### src/hw/rtl/dnad_ram.sv
// generic simple dual port ram (one write port, one read port) with registered read
// no dependencies
`timescale 1ns / 1ps
module dnad_ram #(
  parameter int WIDTH = 24,
  parameter int DEPTH = 16
) (
  input  logic                     clk,
  input  logic                     we,
  input  logic [$clog2(DEPTH)-1:0] waddr,
  input  logic [WIDTH-1:0]         wdata,
  input  logic [$clog2(DEPTH)-1:0] raddr,
  output logic [WIDTH-1:0]         rdata
);
  logic [WIDTH-1:0] mem [DEPTH];

  always_ff @(posedge clk) begin
    if (we) mem[waddr] <= wdata;
    rdata <= mem[raddr];
  end
endmodule

### config.mk
export PLATFORM = sky130hd
export DESIGN_NAME = dnad_ram
export DESIGN_NICKNAME = d
export VERILOG_FILES = /design/src/hw/rtl/dnad_ram.sv
export SDC_FILE = /design/constraint.sdc
export NUM_CORES = 1
export LEC_CHECK = 0
export BUFFER_PORTS_ARGS = -buffer_cell sky130_fd_sc_hd__buf_4
export CORE_UTILIZATION = 61
export DETAILED_ROUTE_END_ITERATION = 16
export PLACE_DENSITY = 0.9
export SYNTH_ARGS = -nofsm -noshare
export SYNTH_HDL_FRONTEND = slang
export SYNTH_SLANG_ARGS = --single-unit
### constraint.sdc
create_clock -name clk -period 4.2 [get_ports clk]
set_input_delay 0.42 -clock clk [delete_from_list [all_inputs] [get_ports clk]]
set_output_delay 0.42 -clock clk [all_outputs]
set_load 0.01 [all_outputs]
Word level (Yosys, flattened, before mapping)
Memories as Yosys holds them, arrays and structs flattened. A register that Yosys moved wholly into a read port is not among the register bits.
Cells that the tools add are included.
{ "totals": {"out_inout_bits": 24, "n_memories": 1, "ram_bits": 384, "regBits": 0} }
{ "memory_table": {"columns": ["memory", "depth", "word_bits", "rd", "rd_clocked_by_memory_dff", "write_ports", "line_no", "rtl"], "rows": [
  ["mem", 16, 24, 1, 1, 1, "15", "logic [WIDTH-1:0] mem [DEPTH];"]
]} }
{ "classes": {"muxes": 2} }
{ "op_table": {"columns": ["operator", "count"], "rows": [
  ["$mux 1", 2]
]} }

Logic depth before layout (Yosys ltp)
Gate-level depths: netlist of run 1.
{ "depth": {"word_depth": 2, "mapped_depth": 6} }

Worst setup path after synthesis of run 1
Ideal clock, no wire load.
{ "synth_path": {"path_kind": "input-to-reg", "start": "input waddr[2]", "end": "memory mem[0][0] (enable)", "t_arrival_ps": 2602, "required_ps": 3765, "setup_time_ps": 435, "path_stages": 2, "n_path_buf": 0, "setup_slack_ps": 1163, "path_cell_list": "or3b_2 -> nor3_1"} }
{ "synth_lines": {"columns": ["element", "line_no", "rtl"], "rows": [
  ["from (decl)", "10", "input logic [$clog2(DEPTH)-1:0] waddr,"],
  ["to (decl)", "15", null]
]} }
Straight into the memory's write port.

Worst setup path in the final report of run 1
{ "layout_path": {"start": "input waddr[2]", "end": "memory mem[0][0] (enable)"} }
Straight into the memory's write port.

==> results of run 1 <==
==> cell usage after synthesis <==
cell type / number / area (um2)
mux4_2: 96 / 2160
dfxtp_1: 24 / 480
nand3b_1: 2 / 15.0
nand2_1: 25 / 93.8
nor2b_1: 2 / 12.5
nor2_1: 13 / 48.8
nor3_1: 4 / 20.0
a22oi_1: 48 / 360
clkbuf_1: 18 / 67.6
nand2b_1: 2 / 12.5
nand3_1: 1 / 5.00
and2_1: 1 / 6.26
buf_6: 5 / 56.3
or3b_2: 1 / 8.76
buf_2: 10 / 50.1
edfxtp_1: 384 / 11500
==> cell usage in the layout, fill, tap and decap left out <==
cell        instances
or3b_2              1
and2_1              1
clkbuf_16          41
clkinvlp_4          1
nor2_2             13
nor3_2              4
nand3_1             1
clkinv_2            8
dfxtp_1            24
nand2b_1            2
nor2b_2             1
clkbuf_8            2
buf_12              1
buf_4              78
mux4_2             96
nor2b_4             1
nand2_1            25
nand3b_1            2
clkinv_1            2
buf_6               1
clkbuf_1            9
bufinv_16           6
a22oi_1            48
edfxtp_1          384
==> power by group through the flow <==
stage                     clock network [mW]  registers, mW  logic [mW]
final                                   3.62           4.58       0.423
after global routing                    3.80           4.59       0.451
after CTS                               3.66           4.59       0.425
after detailed placement                   0           4.67       0.419
after global placement                     0           4.66       0.395
after floorplan                            0           4.67       0.220
==> sequential cells by signal, indices dropped and copies added, names as in the netlist <==
register / count
mem: 384
rdata: 24
==> worst reg2reg max path: stages, from the launching register on <==
cell	delay [ns]
edfxtp_1	0.42
mux4_2	0.49
a22oi_1	0.26
nand2_1	0.13
==> worst max-delay path by stage <==
stage / from / end / slack [ns] / cells after the start
3_3_place_gp: waddr[2] / mem[0][11] / 1.62 / 4
2_1_floorplan: waddr[2] / mem[0][0] / 1.16 / 2
4_1_cts: waddr[2] / mem[0][3] / 2.04 / 4
5_1_grt: waddr[2] / mem[0][0] / 2.04 / 4
6_report: waddr[2] / mem[0][0] / 2.10 / 4
3_5_place_dp: waddr[2] / mem[0][9] / 1.48 / 4
==> stage by stage <==
stage	cells	util	total power [mW]	hold WS (ns)
floorplan	636	-	4.89	0.519
global placement	1002	0.667	5.05	0.650
detailed placement	1002	0.667	5.09	0.661
CTS	1071	0.722	8.67	0.172
global route	1071	0.722	8.84	0.182
finish	1071	0.722	8.62	0.191
==> area by class of cell <==
class / count / area [um2]
sequential: 408 / 12000
tap: 319 / 399
fill: 1273 / 6600
clock buffer: 52 / 1090
clock inverter: 17 / 235
timing repair buffer: 80 / 617
multi-input combinational: 195 / 2810
==> kinds of logic (layout without fill, tap and decap cells) <==
family,count (synthesis),count (layout)
and+or+nand+nor,51,51
DFF,408,408
AOI/OAI and AO/OA,48,48
muxes,96,96
buffers and inverters,33,149
==> per-layer routing <==
metal	track usage	vias up	wire length (um)
met4	0.123	2	1320
li1	-	2863	-
met1	0.321	3692	11200
met5	0	-	13
met2	0.484	399	17100
met3	0.0498	97	2480
==> flow_summary.toml, run 1 <==
[sta]
fin_tns_setup_ns = 0
setup_viol = 0
rsz0062_at_grt = "no"
slew_viol_final = 0
finalWorstSetupSlack_ns = 2.10
tightest_slew_ns = 0.990
slew-limit-headroom = 0.336
fin_crit_ns = 2.10
skew_ns = 0.0102
fmax_mhz = 476
timing.final.crit_share = 0.500
finalHoldViolations = 0

[global_route]
antenna_found_initial = 1
grt_usage = 0.271
grt_pass1_vias = 7544
grt_pass1_wl_um = 46700
grt_overflow_total = 0
grt_max_degree = 57

[power_and_ir_drop]
clockPowerShare = 0.419
vdd_drop_max_mv = 0.433
leakage_nw = 5.58
intPower_mw = 6.92
pwr-share-comb = 0.049
sequentialPowerShare = 0.531
powerDensity_nw_per_um2 = 503
p_switching_mw = 1.70
switching_share = 0.197

[route]
vias = 7053
drc_errors = 0
viasPerCell = 6.59
drt_first_pass_iters = 5
wl_um = 32100
ant_nets = 0
routedWlPerCell_um = 30.0
dr.first_iter.drc_count = 803

[yosys]
synthMuxAreaShare = 0.145
synth-seq-cells = 408
synth_xor_area_frac = 0
synth_compound_area_frac = 0.0241
yosys.area_share.simple = 0.0149
yosysSeqAreaShare = 0.804
synth_top_family_by_area = "multiplexers"
synth.distinct_cells = 16
synth-adder-area-share = 0
synth_area_um2 = 14900
syn_area_per_cell_um2 = 23.5
yosys_warnings = 0
synth_nets = 670
syn-instance-count = 636

[critical_path]
cp-end-kind = "flop"
critPathLaunchType = "input pin"
cp_common_cell = "buf_4"
critPathArrivalTime_ns = 2.30
path_cells = "buf_4 -> or3b_2 -> nor3_2 -> buf_4"
crit_slowest_cell = "nor3_2"
worstPathRequired_ns = 4.40
r2r_slack_ns = 2.76
crit_family = "simple AND/OR/NAND/NOR gates"
rr_worst_depth = 3
worstSetupPathType = "in -> reg"
worst_r2r_startpoint = "mem[0][4]"
rr_endpoint = "rdata[4]"
crit_buf_inv = 2
critPathMaxFanout = 15
cp_slowest_stage_delay_ns = 0.78

[floorplan]
fp-row-count = 56
die-area_um2 = 25100
num_io_pins = 58
initial_core_util = 0.629
die_w_um = 158
core_um2 = 23800
fp.dieH_um = 158

[place]
port-buffer-count = 57
place_ws_ns = 1.48
globalplace.congestion = 0.716
place_area_um2 = 15800
hpwl_um = 15700

[min_path]
whs_path_depth = 1
hold_start = "wdata[14]"
min_path_type = "in -> reg"
min_to = "mem[2][14]"

[cells_and_area]
area_growth_pct = 14.9
diodes = 0
nets = 757
drive_gt1_frac = 0.338
finalInstanceArea_um2 = 17200

[clocking]
clock_path_buffers = 3
cts.clk_slew.worst_paths_ns = 0.06
cts_buffers = 38
cts_tree = "built"
cts.sinks = 408
clk_latency_ns = 0.52
cts_setup_buffers = 0
h-tree-depth = 2
cts_resized = 0
postCtsHoldBufs = 0
cts_root_buf = "clkbuf_16"

[run_status]
status = "complete, no violations"

[job]
maxCapViolations = 0
No activity file was read; power rests on OpenSTA's default activity.
==> run 2, diff against run 1 <==
CORE_UTILIZATION = 55   (was 61)
PLACE_DENSITY = 0.86   (was 0.9)
clock period = 1.8 ns   (was 4.2 ns; I/O delays follow)
==> run 2 against run 1 <==
- core utilization decreased by 5.1 points
- first-iteration DRC count fell by 13%
- final area is 3.1% higher
- clock skew rose by 0.013 ns
- cell count increased by 5.5%
- sequential share of layout area is 2.1 points lower
- count of clock-buffer cells in the layout is 7 higher
- sequential cell count is the same
- largest cell class unchanged
- highest routed layer is now met4
==> flow_summary.toml, run 2 (same netlist as run 1, synthesis figures left out) <==
[power_and_ir_drop]
leakage_nw = 5.78
sequentialPowerShare = 0.543
vdd_drop_max_mv = 0.958
clockPowerShare = 0.402
powerDensity_nw_per_um2 = 1110
pwr-share-comb = 0.055
intPower_mw = 15.7
finalPower_mw = 19.7
switching_share = 0.204
p_switching_mw = 4.02

[cells_and_area]
nets = 799
area_growth_pct = 18.5
diodes = 0
mostFrequentLayoutCell = "edfxtp_1"
layout_common_cells = "edfxtp_1, mux4_2, buf_4, a22oi_1, clkbuf_16"
drive_gt1_frac = 0.337
fin_cells = 1130
finalInstanceArea_um2 = 17700
top_regs = "mem x384, rdata x24"
finish.utilization = 0.671
largest_register_ffs = 384
regMostFlops = "mem"

[place]
place_area_um2 = 16200
hpwl_um = 17300
dp.cells = 1034
globalplace.congestion = 0.825
port-buffer-count = 57

[global_route]
grt_usage = 0.237
grt_overflow_total = 0
grt_pass1_wl_um = 47400
antenna_found_initial = 0
grt_max_degree = 28
grt_pass1_vias = 7671

[clocking]
cts_tree = "built"
cts.clk_slew.worst_paths_ns = 0.07
cts_buffers = 40
clk_latency_ns = 0.54
cts_resized = 0
cts.sinks = 408
cts_root_buf = "clkbuf_16"
clock_path_buffers = 3
h-tree-depth = 2

[critical_path]
critPathLaunchType = "flop"
worstSetupPathType = "reg -> reg"
cp-end-kind = "flop"
worstPathRequired_ns = 2.22
critPathMaxFanout = 1
critPathArrivalTime_ns = 1.80

[job]
maxCapViolations = 0

[floorplan]
fp.dieH_um = 167
initial_core_util = 0.567
die-area_um2 = 27800
fp-row-count = 59
num_io_pins = 58
core_um2 = 26400
die_w_um = 167

[route]
route.met2.wl_um = 16800
highest_layer = "met4"
drt_first_pass_iters = 5
vias = 7195
routedWlPerCell_um = 28.2
ant_nets = 0
wl_met1_um = 11600
drc_errors = 0
viasPerCell = 6.37
dr.first_iter.drc_count = 701
wl_um = 31900
met3_length_um = 2230

[sta]
whs_ns = 0.250
fmax_mhz = 724
setup_viol = 0
fin_crit_ns = 1.38
timing.final.crit_share = 0.767
finalHoldViolations = 0
rsz0062_at_grt = "no"
slew-limit-headroom = 0.275
skew_ns = 0.0230
slew_viol_final = 0
tightest_slew_ns = 1.08

[min_path]
min_path_type = "in -> reg"

[run_status]
status = "complete, no violations"
run 2: cell types whose count changed in the layout (fill, tap and decap cells not counted), moves of 2 or more:
cell	delta
nor3_2	-4
clkinv_2	-4
nor3_4	+4
clkbuf_8	+3
bufinv_16	-5
dlygate4sd3_1	+24
inv_6	+2
clkbuf_1	+4
buf_12	+17
run 2: what timing repair did:
item                       CTS  global route
hold buffers                24             0
setup endpoints to repair    0             0
setup buffers                0             0
hold endpoints to repair   384             0
run 2: cell type report:
type / count / area [um2]
Clock buffer: 59 / 1140
Clock inverter: 13 / 103
Sequential cell: 408 / 12000
Multi-Input combinational cell: 195 / 2830
Timing Repair Buffer: 120 / 1190
Tap cell: 335 / 419
Fill cell: 1506 / 8660
run 2: path summary, 6_finish.rpt:
check                   start   endpoint  slack [ns]  depth (start not counted)
setup / recovery    mem[2][8]   rdata[8]        0.42                          3
setup reg to reg    mem[2][8]   rdata[8]        0.42                          3
hold / removal       waddr[0]  mem[0][9]        0.25                          3
hold reg to reg   mem[15][18]  rdata[18]        0.67                          3
run 2: per-layer routing:
layer / GRT usage / vias to the layer above
met2: 0.413 / 372
met3: 0.0378 / 90
met4: 0.110 / 0
li1: - / 2963
met5: 0 / -
met1: 0.293 / 3770
run 2: power groups by stage:
| stage | sequential [mW] | combinational, mW | clock, mW |
|---|---|---|---|
| final | 10.7 | 1.09 | 7.92 |
| after global routing | 10.7 | 1.15 | 8.37 |
| after CTS | 10.7 | 1.10 | 7.99 |
| after detailed placement | 10.9 | 1.04 | 0 |
| after global placement | 10.9 | 0.990 | 0 |
| after floorplan | 10.9 | 0.518 | 0 |
run 2: metrics by stage:
step | worst slack [ns] | TNS [ns]
after detailed placement | -0.0189 | -0.0232
after global routing | 0.389 | 0
after global placement | 0.0820 | 0
after CTS | 0.427 | 0
final | 0.419 | 0
after floorplan | -0.362 | -28.52
run 2: worst max-delay path, stage by stage, from the launching register on:
cell and delay (ns):
edfxtp_1 0.37, mux4_2 0.49, a22oi_1 0.29, nand2_1 0.12
==> run 3, diff against run 2 <==
CORE_UTILIZATION = 61   (was 55)
PLACE_DENSITY = 0.9   (was 0.86)
clock period = 1.29 ns   (was 1.8 ns; I/O delays follow)
==> run 3 against run 2 <==
- the flow now finishes with violations (setup timing)
- count of clock-buffer cells in the layout shrank 7
- non-clock buffer count grew 17
- worst setup slack lost 0.51 ns
- core utilization grew 10 points
- register-to-register slack lost 0.51 ns
- global-route usage grew 5.9 points
- critical endpoint is now rdata[4]
==> flow_summary.toml, run 3 (same netlist as run 1, synthesis figures left out) <==
[run_status]
status = "finished with violations"
failed_checks = "setup timing"

[cells_and_area]
drive_gt1_frac = 0.391
regMostFlops = "mem"
diodes = 0
fin_cells = 1130
area_growth_pct = 23.1
finalInstanceArea_um2 = 18400
mostFrequentLayoutCell = "edfxtp_1"
layout_common_cells = "edfxtp_1, mux4_2, buf_4, buf_12, clkbuf_16"
finish.utilization = 0.774
nets = 815
largest_register_ffs = 384
top_regs = "mem x384, rdata x24"

[sta]
setup_viol = 15
whs_ns = 0.233
slew-limit-headroom = 0.745
fin_crit_ns = 1.38
tightest_slew_ns = 0.382
skew_ns = 0.0168
timing.final.crit_share = 1.07
finalHoldViolations = 0
rsz0062_at_grt = "yes"
fin_tns_setup_ns = -0.498
slew_viol_final = 0
finalWorstSetupSlack_ns = -0.0872
fmax_mhz = 726

[route]
drt_first_pass_iters = 5
ant_nets = 0
dr.first_iter.drc_count = 849
drc_errors = 0
vias = 7486
wl_um = 35800
viasPerCell = 6.62
routedWlPerCell_um = 31.7

[floorplan]
initial_core_util = 0.629
num_io_pins = 58
die_w_um = 158
core_um2 = 23800
fp.dieH_um = 158
die-area_um2 = 25100
fp-row-count = 56

[job]
maxCapViolations = 0

[critical_path]
worstPathRequired_ns = 1.70
crit_buf_inv = 0
crit_family = "multiplexers"
critPathMaxFanout = 1
critPathLaunchType = "flop"
critPathArrivalTime_ns = 1.78
cp_slowest_stage_delay_ns = 0.56
crit_slowest_cell = "mux4_2"
worstSetupPathType = "reg -> reg"
path_cells = "mux4_2 -> a22oi_2 -> nand2_1"
cp-end-kind = "flop"

[global_route]
grt_pass1_vias = 7785
grt_overflow_total = 0
grt_usage = 0.295
grt_pass1_wl_um = 50600
grt_max_degree = 35
antenna_found_initial = 0

[place]
hpwl_um = 19000
port-buffer-count = 57
dp.cells = 1035
place_area_um2 = 16700
place_ws_ns = -0.266
globalplace.congestion = 0.760

[clocking]
cts_tree = "built"
cts.sinks = 408
cts_buffers = 39
cts_root_buf = "clkbuf_16"
h-tree-depth = 2
cts.clk_slew.worst_paths_ns = 0.07
clock_path_buffers = 3
clk_latency_ns = 0.53

[power_and_ir_drop]
powerDensity_nw_per_um2 = 1530
finalPower_mw = 28.2
leakage_nw = 5.98
vdd_drop_max_mv = 1.80

[min_path]
min_path_type = "in -> reg"
==> run 3: cell count changes in the layout (fill, tap and decap cells not counted), sizes merged <==
cell      change
inv           -1
buf          +17
clkbuf        -7
clkinv        +6
clkinvlp      -2
bufinv        +3
==> run 3: routing by layer <==
layer | vias to the layer above | wire, um | global-route usage
li1 | 3000 | - | -
met1 | 3903 | 13000 | 0.384
met2 | 497 | 18700 | 0.500
met3 | 86 | 2800 | 0.0498
met4 | 0 | 1280 | 0.126
met5 | - | 0 | 0
==> run 3: power by group <==
group	leakage, nW	switching (mW)	internal [mW]	total [mW]
combinational	1.68	0.917	0.825	1.74
sequential	3.67	0.125	14.8	14.9
clock	0.634	4.77	6.74	11.5
==> run 3: layout make-up <==
class / count / area, um2
clock buffer: 52 / 1090
fill: 1105 / 5380
clock inverter: 19 / 201
timing repair buffer: 137 / 1620
tap: 319 / 399
sequential: 408 / 12000
multi-input combinational: 195 / 3060
==> run 3: worst paths after layout <==
| check | start | endpoint | slack (ns) | cells after the start |
|---|---|---|---|---|
| setup / recovery | mem[7][4] | rdata[4] | -0.09 | 3 |
| hold reg to reg | mem[4][18] | rdata[18] | 0.68 | 3 |
| setup reg to reg | mem[7][4] | rdata[4] | -0.09 | 3 |
| hold / removal | raddr[3] | rdata[2] | 0.23 | 5 |
==> run 3: worst reg2reg max path, delay by kind of cell (launching register included) <==
kind / cells / cell delay, ns
compound gates: 1 / 0.18
mux: 1 / 0.56
simple gates: 1 / 0.09
flops: 1 / 0.43
==> run 3: timing repair <==
| action | CTS | global route |
|---|---|---|
| hold endpoints to repair | 384 | 0 |
| setup buffers | 0 | 0 |
| gates cloned | 0 | 0 |
| gates resized for setup | 20 | 11 |
| hold buffers | 24 | 0 |
| endpoints found under the setup margin | 18 | 24 |
| pin swaps | 20 | 11 |
